[src/hw/rtl/stbs_pkg.sv]
// Shared types, codes and sizes for the sorted table binary search unit.
package stbs_pkg;

    localparam int SLOT_W  = 10;
    localparam int VALUE_W = 32;
    localparam int SIZE_W  = 11;
    localparam int CMP_W   = 4;
    localparam int CFG_IDX_W = 1;

    localparam int DEFAULT_TABLE_DEPTH = 1024;
    localparam int QUEUE_DEPTH         = 2;

    localparam logic KIND_WRITE  = 1'b0;
    localparam logic KIND_SEARCH = 1'b1;

    localparam logic VAR_THREE_WAY   = 1'b0;
    localparam logic VAR_LOWER_BOUND = 1'b1;

    localparam logic [CFG_IDX_W-1:0] CFG_VARIANT = 1'b0;
    localparam logic [CFG_IDX_W-1:0] CFG_SIZE    = 1'b1;

    typedef struct packed {
        logic                      kind;
        logic [SLOT_W-1:0]         slot;
        logic signed [VALUE_W-1:0] value;
    } t_cmd;

    typedef struct packed {
        logic              found;
        logic [SLOT_W-1:0] position;
        logic [CMP_W-1:0]  comparisons;
    } t_result;

    typedef struct packed {
        logic              variant;
        logic [SIZE_W-1:0] size;
    } t_cfg;

    // classified operation handed from the front to the back
    typedef struct packed {
        logic                      is_search;
        logic                      variant;
        logic [SIZE_W-1:0]         size;
        logic [SLOT_W-1:0]         slot;
        logic signed [VALUE_W-1:0] value;
    } t_op;

    typedef struct packed {
        logic full;
        logic empty;
    } t_queue_status;

endpackage

[src/hw/rtl/stbs_queue.sv]
// Short operation queue between the front end and the search engine.
module stbs_queue (
    input  logic                    i_clk,
    input  logic                    i_rst_n,
    input  logic                    i_push,
    input  stbs_pkg::t_op           i_op,
    input  logic                    i_pop,
    output stbs_pkg::t_op           o_op,
    output stbs_pkg::t_queue_status o_stat
);

    localparam int QD  = stbs_pkg::QUEUE_DEPTH;
    localparam int PW  = (QD > 1) ? $clog2(QD) : 1;
    localparam int CW  = $clog2(QD + 1);

    stbs_pkg::t_op r_slots [QD];
    logic [PW-1:0] r_wptr;
    logic [PW-1:0] r_rptr;
    logic [CW-1:0] r_count;
    logic          do_push;
    logic          do_pop;

    assign o_stat.full  = r_count == CW'(QD);
    assign o_stat.empty = r_count == '0;
    assign o_op         = r_slots[r_rptr];
    assign do_push      = i_push && !o_stat.full;
    assign do_pop       = i_pop && !o_stat.empty;

    always_ff @(posedge i_clk) begin
        if (!i_rst_n) begin
            r_wptr  <= '0;
            r_rptr  <= '0;
            r_count <= '0;
        end else begin
            if (do_push) begin
                r_wptr <= (r_wptr == PW'(QD - 1)) ? '0 : r_wptr + PW'(1);
            end
            if (do_pop) begin
                r_rptr <= (r_rptr == PW'(QD - 1)) ? '0 : r_rptr + PW'(1);
            end
            if (do_push && !do_pop) begin
                r_count <= r_count + CW'(1);
            end else if (do_pop && !do_push) begin
                r_count <= r_count - CW'(1);
            end
        end
    end

    always_ff @(posedge i_clk) begin
        if (do_push) begin
            r_slots[r_wptr] <= i_op;
        end
    end

endmodule

[config.mk]
export PLATFORM = sky130hd
export DESIGN_NAME = stbs_queue
export DESIGN_NICKNAME = d
export VERILOG_FILES = /design/src/hw/rtl/stbs_pkg.sv /design/src/hw/rtl/stbs_queue.sv
export SDC_FILE = /design/constraint.sdc
export NUM_CORES = 1
export LEC_CHECK = 0
export ABC_AREA = 1
export ABC_CLOCK_PERIOD_IN_PS = 4100
export BUFFER_PORTS_ARGS = -buffer_cell sky130_fd_sc_hd__buf_4
export CAP_MARGIN = 20
export CORE_ASPECT_RATIO = 2
export CORE_MARGIN = 2
export CORE_UTILIZATION = 50
export CTS_BUF_LIST = sky130_fd_sc_hd__clkbuf_2 sky130_fd_sc_hd__clkbuf_4 sky130_fd_sc_hd__clkbuf_8
export DETAILED_ROUTE_END_ITERATION = 8
export PLACE_DENSITY = 0.84
export SLEW_MARGIN = 0
export SYNTH_ARGS = -nofsm -noshare
export SYNTH_HDL_FRONTEND = slang
export SYNTH_SLANG_ARGS = --single-unit
[constraint.sdc]
create_clock -name i_clk -period 4.1 [get_ports i_clk]
set_input_delay 0.82 -clock i_clk [delete_from_list [all_inputs] [get_ports i_clk]]
set_output_delay 0.82 -clock i_clk [all_outputs]
set_load 0.005 [all_outputs]
==> metrics.yaml <==
pwr_density_cell_nw_per_um2: 610
first_pass_iters: 4
worstSkewPairLatency_ps: 410
p_leak_uw: 0.00233
clkTransAtPathRegs_ps: 60
grt_usage_pct: 15.9
nets: 400
die-width_um: 70.8
yosys-top-cells-count: "edfxtp_1, mux2_4, nor2_1"
finalInstanceArea_sq_um: 5830
syn_area_sq_um: 4470
antenna_found_initial: 0
min_period_ps: 2830
fin_cells: 453
portBuffers: 115
rsz0062_at_grt: "no"
post_cts_buffers: 0
crit_arrival_ps: 2010
yosysSeqAreaShare_pct: 76.2
clock_sinks: 115
grt_pass1_wl_mm: 11.1
drt_iter0_drc: 138
ioPinCount: 116
min_path_type: "reg2reg"
fmax_ghz: 0.353
grt_start_max_net_pins: 56
synth.most_common_cell: "edfxtp_1"
whs_ps: 512
synth_nets: 269
finalCritPeriodShare_pct: 69.1
drt_wl_total_mm: 7.52
hp-start: "r_rptr"
setup_viol: 0
synth_top_area_share_pct: 73.9
worstPathMaxFanout: 55
relSlewSlack_pct: 34.1
ant_nets: 0
grt_overflow_total: 0
die_area_sq_um: 9750
cts_tree: "yes"
synth_area_leaders: "edfxtp_1, mux2_4, buf_12"
cp-start-kind: "flip-flop"
drc: 0
setup_ws_ps: 1270
cts_root_buf: "clkbuf_8"
clockBufferDepth: 2
diodes: 0
avgViaCountPerCell: 4.96
yosysUniqueCellTypes: 15
num_rows: 48
ys_seq_elements: 115
synth-edff-count: 110
placed_area_sq_um: 5390
r2r-start: "r_count[0]"
maxCapViolCount: 0
synthFlopType: "edfxtp_1"
postCtsResizedCells: 0
yosysWarnings: 0
htree_levels: 4
cts_buffers: 17
fp.dieH_um: 138
core_area_sq_um: 8650
start_util_pct: 51.6
irDropWorstVdd_v: 0.000465
cts_hold_buf: 0
grt_pass1_vias: 2343
avgSynthCellArea_sq_um: 21.4
finalSetupTns_ps: 0
synthCells: 209
pre_cts_slack_ps: 1640
criticalPathCategory: "reg2out"
yosys.area.top_type: "edfxtp_1"
worst_pin_slew_ps: 989
area_delta_synth_final_pct: 30.6
ys_async_sr_fraction_pct: 0
worstPathRequired_ps: 3280
placed_cells: 421
layout-drive-gt1-share_pct: 58.6
vias: 2247
dp_hpwl_mm: 5.21
skew_ps: 5.26
slew_violations: 0
status: "finished, final reports clean"
wl_per_cell_um: 16.6
finalHoldViolCount: 0
cp-end-kind: "output pin"
place.gp.congestion: 0.773
## routing by layer
layer | up-vias | GRT usage, % | share of wire [%]
met3 | 17 | 7.17 | 6.2
li1 | 1064 | - | -
met5 | - | 0 | 0
met4 | 0 | 9.64 | 3.7
met2 | 88 | 28.6 | 59
met1 | 1078 | 14.1 | 31
## final cells by class
type,instances,area (sq um)
clock inverter,11,184
timing repair buffer,118,886
clock buffer,21,264
inverter,9,33.8
sequential,115,3410
multi-input combinational,79,933
fill,598,2820
tap,100,125
## metrics by stage
step / power (uW) / util [%]
final: 3560 / 67.4
after global routing: 3710 / 67.4
after CTS: 3600 / 67.4
after detailed placement: 2450 / 62.3
after floorplan: 2110 / -
after global placement: 2420 / 62.3
## cell families after synthesis
group,after synthesis,share of synthesized area (%)
AND/OR/NAND/NOR,19,1.68
multiplexers,55,18.1
flip-flops,115,76.2
AO/OA/AOI/OAI,4,0.532
adder cells (fa/ha/maj),1,0.280
buffers and inverters,15,3.25
## sequential cells by signal, summed over array words and instances (netlist names), named ones only
register and count:
r_count 2, r_rptr 1, r_wptr 1, r_slots 110
## path summary, 6_finish.rpt
| kind | cells after the start | to | slack [ps] |
|---|---|---|---|
| worst min register to register | 2 | flip-flop | 510 |
| worst min-delay path | 2 | flip-flop | 510 |
| worst max register to register | 3 | r_slots[1][12] | 2150 |
| worst max-delay path | 2 | o_op[38] | 1270 |
## report_power, final
part | switching [uW] | internal, uW
logic | 292 | 504
clock network | 403 | 745
registers | 127 | 1490
total | 821 | 2740
## layout by cell type (no fill, tap or decap), types with 2 or more instances in the layout
cell	netlist	final
buf_4	0	118
edfxtp_1	110	110
mux2_4	50	50
clkbuf_8	0	17
inv_1	9	9
nor2_1	11	9
nand2_1	6	6
mux2_2	5	5
bufinv_16	0	5
clkbuf_4	0	4
dfxtp_1	5	4
nor2_4	0	2
o21ai_0	2	2
clkinv_2	0	2
clkinv_1	0	2
## critical path, cell delays in order, from the launching register on
cell	delay, ps
dfxtp_4	1000
mux2_2	430
buf_4	140
No activity file was read; power rests on OpenSTA's default activity.
