--- src/hw/rtl/stbs_pkg.sv ---
// Shared types, codes and sizes for the sorted table binary search unit.
package stbs_pkg;

    localparam int SLOT_W  = 10;
    localparam int VALUE_W = 32;
    localparam int SIZE_W  = 11;
    localparam int CMP_W   = 4;
    localparam int CFG_IDX_W = 1;

    localparam int DEFAULT_TABLE_DEPTH = 1024;
    localparam int QUEUE_DEPTH         = 2;

    localparam logic KIND_WRITE  = 1'b0;
    localparam logic KIND_SEARCH = 1'b1;

    localparam logic VAR_THREE_WAY   = 1'b0;
    localparam logic VAR_LOWER_BOUND = 1'b1;

    localparam logic [CFG_IDX_W-1:0] CFG_VARIANT = 1'b0;
    localparam logic [CFG_IDX_W-1:0] CFG_SIZE    = 1'b1;

    typedef struct packed {
        logic                      kind;
        logic [SLOT_W-1:0]         slot;
        logic signed [VALUE_W-1:0] value;
    } t_cmd;

    typedef struct packed {
        logic              found;
        logic [SLOT_W-1:0] position;
        logic [CMP_W-1:0]  comparisons;
    } t_result;

    typedef struct packed {
        logic              variant;
        logic [SIZE_W-1:0] size;
    } t_cfg;

    // classified operation handed from the front to the back
    typedef struct packed {
        logic                      is_search;
        logic                      variant;
        logic [SIZE_W-1:0]         size;
        logic [SLOT_W-1:0]         slot;
        logic signed [VALUE_W-1:0] value;
    } t_op;

    typedef struct packed {
        logic full;
        logic empty;
    } t_queue_status;

endpackage

--- src/hw/rtl/stbs_front.sv ---
// Front end: config registers, item accept, classification into operations.
module stbs_front #(
    parameter int TABLE_DEPTH = stbs_pkg::DEFAULT_TABLE_DEPTH
) (
    input  logic                             i_clk,
    input  logic                             i_rst_n,
    input  logic                             start,
    output logic                             busy,
    input  stbs_pkg::t_cmd                   i_cmd,
    input  logic                             i_cfg_valid,
    output logic                             o_cfg_ready,
    input  logic [stbs_pkg::CFG_IDX_W-1:0]   i_cfg_index,
    input  logic [stbs_pkg::SIZE_W-1:0]      i_cfg_data,
    input  stbs_pkg::t_queue_status          i_qstat,
    output logic                             o_push,
    output stbs_pkg::t_op                    o_op
);

    stbs_pkg::t_cfg r_cfg;
    logic           accept;
    logic           slot_ok;

    assign o_cfg_ready = 1'b1;
    assign busy        = i_qstat.full;
    assign accept      = start && !i_qstat.full;
    assign slot_ok     = 32'(i_cmd.slot) < TABLE_DEPTH;

    always_ff @(posedge i_clk) begin
        if (!i_rst_n) begin
            r_cfg.variant <= stbs_pkg::VAR_THREE_WAY;
            r_cfg.size    <= '0;
        end else if (i_cfg_valid) begin
            case (i_cfg_index)
                stbs_pkg::CFG_VARIANT: r_cfg.variant <= i_cfg_data[0];
                stbs_pkg::CFG_SIZE:    r_cfg.size    <= i_cfg_data;
                default: ;
            endcase
        end
    end

    // drop writes beyond the table; snapshot config into each search
    always_comb begin
        o_push         = accept && (i_cmd.kind == stbs_pkg::KIND_SEARCH || slot_ok);
        o_op.is_search = i_cmd.kind == stbs_pkg::KIND_SEARCH;
        o_op.variant   = r_cfg.variant;
        o_op.size      = (32'(r_cfg.size) > TABLE_DEPTH) ?
                         stbs_pkg::SIZE_W'(TABLE_DEPTH) : r_cfg.size;
        o_op.slot      = i_cmd.slot;
        o_op.value     = i_cmd.value;
    end

endmodule

--- config.mk ---
export PLATFORM = sky130hd
export DESIGN_NAME = stbs_front
export DESIGN_NICKNAME = d
export VERILOG_FILES = /design/src/hw/rtl/stbs_pkg.sv /design/src/hw/rtl/stbs_front.sv
export SDC_FILE = /design/constraint.sdc
export NUM_CORES = 1
export LEC_CHECK = 0
export BUFFER_PORTS_ARGS = -buffer_cell sky130_fd_sc_hd__buf_2
export CORE_MARGIN = 3
export CORE_UTILIZATION = 28
export DETAILED_ROUTE_END_ITERATION = 6
export PLACE_DENSITY_LB_ADDON = 0.15
export RECOVER_POWER = 25
export SYNTH_ARGS = -nofsm -noshare
export SYNTH_HDL_FRONTEND = slang
export SYNTH_SLANG_ARGS = --single-unit
export TNS_END_PERCENT = 100
--- constraint.sdc ---
create_clock -name i_clk -period 0.8 [get_ports i_clk]
set_input_delay 0.16 -clock i_clk [delete_from_list [all_inputs] [get_ports i_clk]]
set_output_delay 0.16 -clock i_clk [all_outputs]
set_load 0.005 [all_outputs]
==> results.json <==
{
  "outcome": "finished with violations",
  "violations": "negative setup slack",
  "die_w_um": 62.9,
  "ys_seq_elements": 12,
  "reg2reg_depth": 3,
  "syn-num-nets": 175,
  "synth.cell_area_um2": 907,
  "syn_inst": 114,
  "grt_max_degree": 24,
  "cpLargestDelayFamily": "flip-flops",
  "ant_nets": 0,
  "rr_endpoint": "r_cfg[10]",
  "start_util_pct": 29.5,
  "pin_count": 119,
  "grt_pass1_wl_um": 2860,
  "finalCritPeriodShare_pct": 138,
  "power_uw": 1210,
  "clock-sinks": 12,
  "path_cells": "buf_6 -> nor2b_1 -> buf_2",
  "required_ns": 0.64,
  "power.share.clock_pct": 30.0,
  "setup_violations": 12,
  "cts_tree": "yes",
  "startpoint_type": "flip-flop",
  "timing.setup.tns_ns": -3.14,
  "cts_buffers": 3,
  "cp-end-kind": "output pin",
  "drt_wl_total_um": 1810,
  "ys_warn_count": 0,
  "grt_setup_unrepaired": "true",
  "irDropWorstVdd_mv": 0.330,
  "rows": 20,
  "placed_cell_area_um2": 744,
  "path_depth": 3,
  "pwr-share-seq_pct": 53.0,
  "seq_area_frac_synth_pct": 26.5,
  "area_delta_synth_final_pct": -13.4,
  "wl_per_cell_um": 12.8,
  "final_area_um2": 786,
  "final.setup.worst_slack_ns": -0.300,
  "crit_type": "reg -> out",
  "worst_path_max_delay_cell": "dfxtp_2",
  "drive_gt1_share_pct": 41.8,
  "pre_cts_slack_ns": -0.176,
  "first_pass_iters": 4,
  "h-tree-depth": 1,
  "cp-startpoint": "r_cfg[10]",
  "grt_pass1_vias": 599,
  "max_stage_delay_ns": 0.33,
  "clk_latency_ns": 0.26,
  "n_antenna_cell": 0,
  "timing.rr.start": "r_cfg[10]",
  "instances_no_fill": 142,
  "layout.nets": 161,
  "ctsHoldBuffers": 0,
  "slew_viol_final": 0,
  "viasPerCell": 4.21,
  "syn_avg_cell_area_um2": 7.96,
  "hold_class": "in -> reg",
  "nFillCells": 349,
  "switchingPower_uw": 307,
  "antenna_found_initial": 0,
  "switching_share_pct": 25.4,
  "drt_iter0_markers": 19,
  "critPathCapture": "o_op[48]",
  "cp.arrival_ns": 0.94,
  "ys_types": 14,
  "core_area_um2": 3080,
  "gp_congestion": 0.704,
  "finClkSkew_ns": 0,
  "combinationalPowerShare_pct": 16.9,
  "cts_setup_buffers": 0,
  "drc_errors": 0,
  "min_period_ns": 1.10,
  "overflow": 0,
  "holdPathStages": 3,
  "fmax_mhz": 909,
  "portBuffers": 30,
  "vias": 598,
  "power.internal_uw": 902,
  "cap_violations": 0,
  "die-area_um2": 3960,
  "cts.clk_slew.worst_paths_ns": 0.07,
  "ctsLongestPathBuffers": 2,
  "final-hold-violation-count": 0,
  "reg2reg_setup_slack_ns": 0.09,
  "crit_path_max_fanout": 5,
  "worst-path-buf-inv": 2,
  "track_usage_pct": 9.05,
  "cts_root_buf": "clkbuf_4",
  "powerDensity_nw_per_um2": 1540,
  "p_leak_uw": 0.000365,
  "die_y_um": 62.9,
  "place_inst": 139
}
-- cells by family after synthesis --
logic type,synth area share (%)
buffers and inverters,43.9
AND/OR/NAND/NOR,21.5
flip-flops,26.5
AO/OA/AOI/OAI,5.52
multiplexers,2.21
other,0.413
-- metrics by stage --
stage | util [%] | hold WS (ns)
after floorplan | - | 0.299
after global placement | 24.2 | 0.320
after detailed placement | 24.2 | 0.320
after CTS | 25.2 | 0.118
after global routing | 25.5 | 0.144
final | 25.5 | 0.126
-- power by group through the flow --
stage | registers (µW) | clock network (µW) | logic (µW)
finish | 641 | 363 | 205
global route | 647 | 408 | 231
CTS | 641 | 391 | 205
detailed placement | 654 | 0 | 201
global placement | 653 | 0 | 199
floorplan | 650 | 0 | 296
-- cells in the final DEF, fill, tap and decap left out, drive strengths merged --
master and instances:
dfxtp 12, o21ai 10, nor2b 11, buf 34, nand2 13, nand4 10
nand2b 1, conb 1, and2 1, mux2i 2, clkbuf 3
-- cell usage after synthesis --
cell	number	area, µm²
and2_1	1	6.26
buf_2	3	15.0
buf_4	46	345
buf_6	3	33.8
clkbuf_1	1	3.75
conb_1	1	3.75
dfxtp_1	12	240
mux2i_1	2	20.0
nand2_1	12	45.0
nand2_2	1	6.26
nand2b_1	1	6.26
nand4_1	10	62.6
nor2b_1	11	68.8
o21ai_1	10	50.1
-- worst min path at each step --
| stage | from | endpoint |
|---|---|---|
| 5_1_grt | i_cfg_data[8] | r_cfg[8] |
| 4_1_cts | i_cfg_data[2] | r_cfg[2] |
| 6_report | i_cfg_data[2] | r_cfg[2] |
| 3_5_place_dp | i_cmd[17] | o_op[17] |
| 2_1_floorplan | i_rst_n | r_cfg[5] |
| 3_3_place_gp | i_cmd[17] | o_op[17] |
-- sequential cells by signal (all words and copies together) (netlist names) --
name / cells
r_cfg: 11
o_op: 1
-- timing repair --
item | in CTS | in global routing
gates cloned | 0 | 0
setup endpoints to repair | 12 | 12
gates resized for setup | 4 | 2
-- worst min-delay path: stages --
cell and delay [ns]:
buf_2 0.07, nand4_1 0.06, o21ai_1 0.07
-- final cells by class --
class	count	area, µm²	share of cell area (%)
Multi-Input combinational cell	49	272	34.6
Sequential cell	12	243	30.9
Clock buffer	3	22.5	2.87
Tap cell	44	55.1	7.01
Timing Repair Buffer	34	194	24.7
-- metal layers --
| layer | vias up | global-route usage (%) | part of all wire (%) |
|---|---|---|---|
| met5 | - | 0 | 0 |
| met4 | 0 | 6.61 | 1.4 |
| met3 | 8 | 3.96 | 12 |
| met2 | 40 | 12.9 | 43 |
| met1 | 260 | 10.6 | 44 |
| li1 | 290 | - | - |
Power figures use the tool's default switching activity.
